<file path="src/design/assert_macros.svh">
// ----------------------------------------------------------------------------
// assertion macros
// shared shorthand for concurrent checks on i_clk, disabled while in reset
// ----------------------------------------------------------------------------
`ifndef ASSERT_MACROS_SVH
`define ASSERT_MACROS_SVH

// same-cycle implication
`define ASSERT_IMP(lbl, ante, cons, msg) \
    lbl: assert property (@(posedge i_clk) disable iff (!i_rst_n) (ante) |-> (cons)) \
        else $error(msg);

// next-cycle implication
`define ASSERT_NEXT(lbl, ante, cons, msg) \
    lbl: assert property (@(posedge i_clk) disable iff (!i_rst_n) (ante) |=> (cons)) \
        else $error(msg);

`endif

</file>
<file path="src/design/qvr_pkg.sv">
// ----------------------------------------------------------------------------
// qvr_pkg
// shared types and constants of the quaternion vector rotation core
// ----------------------------------------------------------------------------
package qvr_pkg;

    // width of one rotated vector component
    localparam int OUT_WIDTH = 18;

    typedef logic signed [OUT_WIDTH-1:0] t_rot;

    // load enables of the two register stages inside a split multiplier
    typedef struct packed {
        logic load_part;
        logic load_sum;
    } t_mul_en;

endpackage

</file>
<file path="src/design/qvr_split_mul.sv">
// ----------------------------------------------------------------------------
// qvr_split_mul
// two-stage multiply of a wide signed partial product by a quaternion
// component: the wide operand is split in halves, each half is multiplied
// and registered, then the halves are recombined and registered
// ----------------------------------------------------------------------------
module qvr_split_mul #(
    parameter int DATA_WIDTH = 16
) (
    input  logic                           i_clk,
    input  qvr_pkg::t_mul_en               i_en,
    input  logic signed [2*DATA_WIDTH+1:0] i_p,
    input  logic signed [DATA_WIDTH-1:0]   i_q,
    output logic signed [3*DATA_WIDTH+1:0] o_prod
);
    import qvr_pkg::*;

    localparam int PW  = 2 * DATA_WIDTH + 2;  // wide operand
    localparam int LW  = DATA_WIDTH + 1;      // low half, unsigned
    localparam int PRW = 3 * DATA_WIDTH + 2;  // full product

    logic signed [LW+DATA_WIDTH:0]        r_lo_prod;
    logic signed [PW-LW+DATA_WIDTH-1:0]   r_hi_prod;
    logic signed [PRW-1:0]                r_prod;

    // partial products of the two halves
    always_ff @(posedge i_clk) begin
        if (i_en.load_part) begin
            r_lo_prod <= $signed({1'b0, i_p[LW-1:0]}) * i_q;
            r_hi_prod <= $signed(i_p[PW-1:LW]) * i_q;
        end
    end

    // recombine: high half weighted by the width of the low half
    always_ff @(posedge i_clk) begin
        if (i_en.load_sum) begin
            r_prod <= (PRW'(r_hi_prod) <<< LW) + PRW'(r_lo_prod);
        end
    end

    assign o_prod = r_prod;

endmodule

</file>
<file path="config.mk">
export PLATFORM = sky130hd
export DESIGN_NAME = qvr_split_mul
export DESIGN_NICKNAME = d
export VERILOG_FILES = /design/src/design/assert_macros.svh /design/src/design/qvr_pkg.sv /design/src/design/qvr_split_mul.sv
export SDC_FILE = /design/constraint.sdc
export NUM_CORES = 2
export LEC_CHECK = 0
export BUFFER_PORTS_ARGS = -buffer_cell sky130_fd_sc_hd__buf_2
export CORE_AREA = 2 2 255 257
export DETAILED_ROUTE_END_ITERATION = 10
export DIE_AREA = 0 0 257 259
export GPL_ROUTABILITY_DRIVEN = 0
export PLACE_DENSITY_LB_ADDON = 0.1
export SYNTH_ARGS = -nofsm -noshare
export SYNTH_HDL_FRONTEND = slang
export SYNTH_SLANG_ARGS = --single-unit
</file>
<file path="constraint.sdc">
create_clock -name i_clk -period 9.05 [get_ports i_clk]
set_input_delay 1.81 -clock i_clk [delete_from_list [all_inputs] [get_ports i_clk]]
set_output_delay 1.81 -clock i_clk [all_outputs]
set_load 0.01 [all_outputs]
</file>
# After elaboration in Yosys (flattened, before gate mapping)
# Cells that the tools add are included.
[classes]
n_addsub = 1
mul = 2
n_div = 0
magnitude_cmp = 0
n_eq_ne = 0
shift = 0
muxes = 0
n_bitwise = 0
n_reduce_logical = 0
[ops]
columns = ["operator", "n"]
rows = [
  ["adder 50 x 34 -> 50 bit", 1],
  ["multiplier 18 x 16 -> 34 bit", 1],
  ["multiplier 17 x 16 -> 33 bit", 1],
]
[word_totals]
register_bits = 117
latch_bits = 0
ramBits = 0
mem_bits_ro = 0
input_bits = 53
out_inout_bits = 50
wordCells = 6
mem_count = 0

# Depth between registers and ports, before layout
[logic_depth]
word_depth = 1
depth_mapped = 23
depth_no_buf = 21

# Worst setup path before layout
# OpenSTA, ideal clock, no wires.
[synth_path]
kind = "input to register"
from = "input i_q[1]"
to = "register r_hi_prod[31] (data pin)"
setup_ps = 259
t_arrival_ps = 7184
required_time_ps = 8791
path_slack_ps = 1608
stages = 19
path_buffers = 1
cell_sequence = "clkbuf_1 nand2_1 inv_1 fa_1 fa_1 fa_1 fa_1 fa_1 inv_1 fa_1 inv_1 ha_1 a21oi_1 o21ai_0 nand3_1 o311ai_1 o211a_1 o41a_1 xor2_1"
[synth_via]
elab_chain_cells = 1
[synth_rtl]
columns = ["item", "line_no", "rtl"]
rows = [
  ["from (decl)", "qvr_split_mul.sv:13", "input logic signed [DATA_WIDTH-1:0] i_q,"],
  ["multiplier 17 x 16 -> 33 bit", "qvr_split_mul.sv:30", "r_hi_prod <= $signed(i_p[PW-1:LW]) * i_q;"],
  ["to (signal assigned)", "qvr_split_mul.sv:30", ""],
  ["to (decl)", "qvr_split_mul.sv:23", "logic signed [PW-LW+DATA_WIDTH-1:0] r_hi_prod;"],
]
# No other way between the ends.
# A chain may end at the register's enable or synchronous reset.

# Final worst setup path
[layout_path]
from = "input i_q[2]"
to = "register r_hi_prod[32] (data pin)"
# The elaborated chain is that of the path after synthesis.

==> impl_metrics.yaml <==
critical_path:
  reg2reg_depth: 9
  r2r_setup_slack_ns: 5.51
  reg2reg_from: "r_lo_prod[33]"
  endpoint_kind: "flip-flop"
  crit_type: "input port to flip-flop"
  start_kind: "input port"
  arrival_ns: 8.15
  reg2reg_to: "o_prod[46]"
  worstPathMaxFanout: 34
  required_ns: 9.30
floorplan:
  die_h_microns: 259
  design.core.area_sq_um: 63880
  fp-row-count: 93
  fp.dieW_microns: 257
  start_util_pct: 38.61
  die-area_sq_um: 66560
  io_pins: 103
synth:
  ys.flop_type: "edfxtp_1"
  syn_inst: 2534
  synth_area_sq_um: 24660
  syn_area_per_cell_sq_um: 9.734
  ys_types: 64
  synth-seq-area-share_pct: 14.24
  synth_edf_count: 117
  syn-num-nets: 3312
  ys_seq_elements: 117
  yosysWarnings: 0
  synthArstFlopShare_pct: 0
global_route:
  grt_pass1_wl_mm: 103.0
  grt.total_usage_pct: 19.80
  grt_pass1_vias: 18980
  grt_antenna_before_repair: 0
  globalRouteOverflowTotal: 0
  grt_max_degree: 60
worst_hold_path:
  holdCritStartpoint: "r_lo_prod[6]"
  min_path_cells: 0
  hold_end: "o_prod[6]"
  hold_path.class: "flip-flop to flip-flop"
final_layout:
  final_common_cell: "inv_1"
  fin_nets: 3369
  final_cell_mix: "inv_1, fa_1, nand2_1"
  layout-drive-gt1-share_pct: 6.836
  syn_to_final_growth_pct: 8.228
  num_antenna_cells: 0
job:
  drv_cap: 0
clock_network:
  htree_levels: 4
  clk_pin_slew_ns: 0.06
  cts_tree: "yes"
  worst_skew_pair.late_latency_ns: 0.45
  cts_root_buf: "clkbuf_16"
  numCtsBuffers: 17
  post_cts_resize_count: 0
  clock_sinks: 117
  ctsLongestPathBuffers: 2
  postCtsSetupRepairBufs: 0
  ctsHoldBuffers: 0
timing:
  tns_ns: 0
  slew_headroom_pct: 43.89
  clock_skew_ns: 0.009712
  setup_viol: 0
  post-route-period-util_pct: 87.22
  rsz0062_at_grt: "no"
  max_freq_mhz: 126.7
  worst_slew_pin_slew_ns: 0.8416
  period_minus_slack_ns: 7.894
  fin_ws_ns: 1.156
  maxSlewViolCount: 0
  hold_viol: 0
placed_design:
  portBuffers: 102
  place.detailed.hpwl_mm: 49.96
  post-place-ws_ns: 0.6991
detailed_routing:
  routed_wl_mm: 61.61
  num_vias: 17000
  drc_errors: 0
  drt-initial-drc-count: 957
  drtAntennaViolNets: 0
  wl_per_cell_microns: 17.81
  drtPass1Iterations: 5
  vias_per_cell: 4.913
status:
  outcome: "complete, no violations"
## state kept, by name, summed over array words and instances (netlist names)
register   count
o_prod        50
r_hi_prod     33
r_lo_prod     34
## through the flow
step | std cells | util [%] | hold WS, ns | instance area, sq um
after floorplan | 2534 | - | 0.4003 | 24660
after global placement | 3427 | 40.86 | 0.4048 | 26100
after detailed placement | 3427 | 40.86 | 0.4045 | 26100
after CTS | 3459 | 41.79 | 0.4172 | 26690
after global routing | 3459 | 41.79 | 0.4182 | 26690
final | 3459 | 41.79 | 0.4168 | 26690
## critical path, stage by stage
cell and delay (ns):
buf_2 0.58, nand2_1 0.20, inv_1 0.13, fa_1 0.56
fa_1 0.90, fa_1 0.53, fa_1 0.50, fa_1 0.49
inv_1 0.05, fa_1 0.48, inv_1 0.04, ha_1 0.37
and3_1 0.21, nand3_1 0.15, nor3_1 0.25, o21ai_1 0.13
and2_1 0.22, o211a_1 0.23, a311oi_1 0.30
## cell families (layout without fill, tap and decap cells)
group                      after synthesis  after routing  share of synthesized area (%)
adders and majority gates              725            725                          51.54
and+or+nand+nor                        702            702                          14.08
buffers and inverters                  652            722                          9.933
AOI/OAI and AO/OA                      244            244                          6.858
DFF                                    117            117                          14.24
xor gates and xnor gates                92             92                          3.267
muxes                                    2              2                        0.08117
## cell usage after synthesis (3+ instances only)
cell,instances,share of area [%]
o21ai_1,6,0.12
edfxtp_1,117,14
a31oi_1,9,0.23
and3_1,9,0.23
and2_1,261,6.6
o21a_1,16,0.49
a21o_1,39,1.2
o21ai_0,28,0.57
nand2_1,287,4.4
nor3b_1,3,0.091
nand4_1,7,0.18
a311oi_1,3,0.11
fa_1,485,39
nor3_1,9,0.18
o311ai_1,4,0.14
ha_1,240,12
a21oi_1,68,1.4
nor4_1,3,0.076
xor2_1,23,0.82
clkbuf_1,89,1.4
o31ai_1,4,0.12
nand3_1,12,0.24
o211ai_1,7,0.21
nand2b_1,17,0.43
a211oi_1,16,0.49
a31o_2,4,0.14
o21bai_1,6,0.18
nor2_1,76,1.2
xnor2_1,69,2.5
o2111ai_1,4,0.14
nor2b_1,7,0.18
inv_1,561,8.5
o211a_1,3,0.12
## worst max-delay path by stage
stage | startpoint | endpoint | slack [ns] | depth (start not counted)
detailed placement | i_q[2] | r_hi_prod[32] | 0.70 | 19
global placement | i_q[9] | r_lo_prod[24] | 0.80 | 23
global route | i_q[2] | r_hi_prod[32] | 0.75 | 19
floorplan | i_q[1] | r_hi_prod[31] | 1.61 | 19
CTS | i_q[2] | r_hi_prod[32] | 1.19 | 19
finish | i_q[2] | r_hi_prod[32] | 1.16 | 19
## cell type report
| class | instances | area, sq um |
|---|---|---|
| Clock inverter | 15 | 165.2 |
| Inverter | 561 | 2106 |
| Timing Repair Buffer | 129 | 713.2 |
| Multi-Input combinational cell | 1765 | 18700 |
| Fill cell | 6312 | 37190 |
| Sequential cell | 117 | 3513 |
| Clock buffer | 17 | 425.4 |
| Tap cell | 855 | 1070 |
## layer usage
layer	wire, microns	vias to the layer above	share of wire [%]	GRT usage, %
li1	-	7886	-	-
met1	28250	8790	46	26.78
met2	30940	285	50	34.90
met3	1796	34	2.9	1.855
met4	625	0	1.0	3.537
met5	0	-	0	0
Power is not shown: default switching activity piles up to over one toggle a cycle in this logic, so the estimate is an artifact.
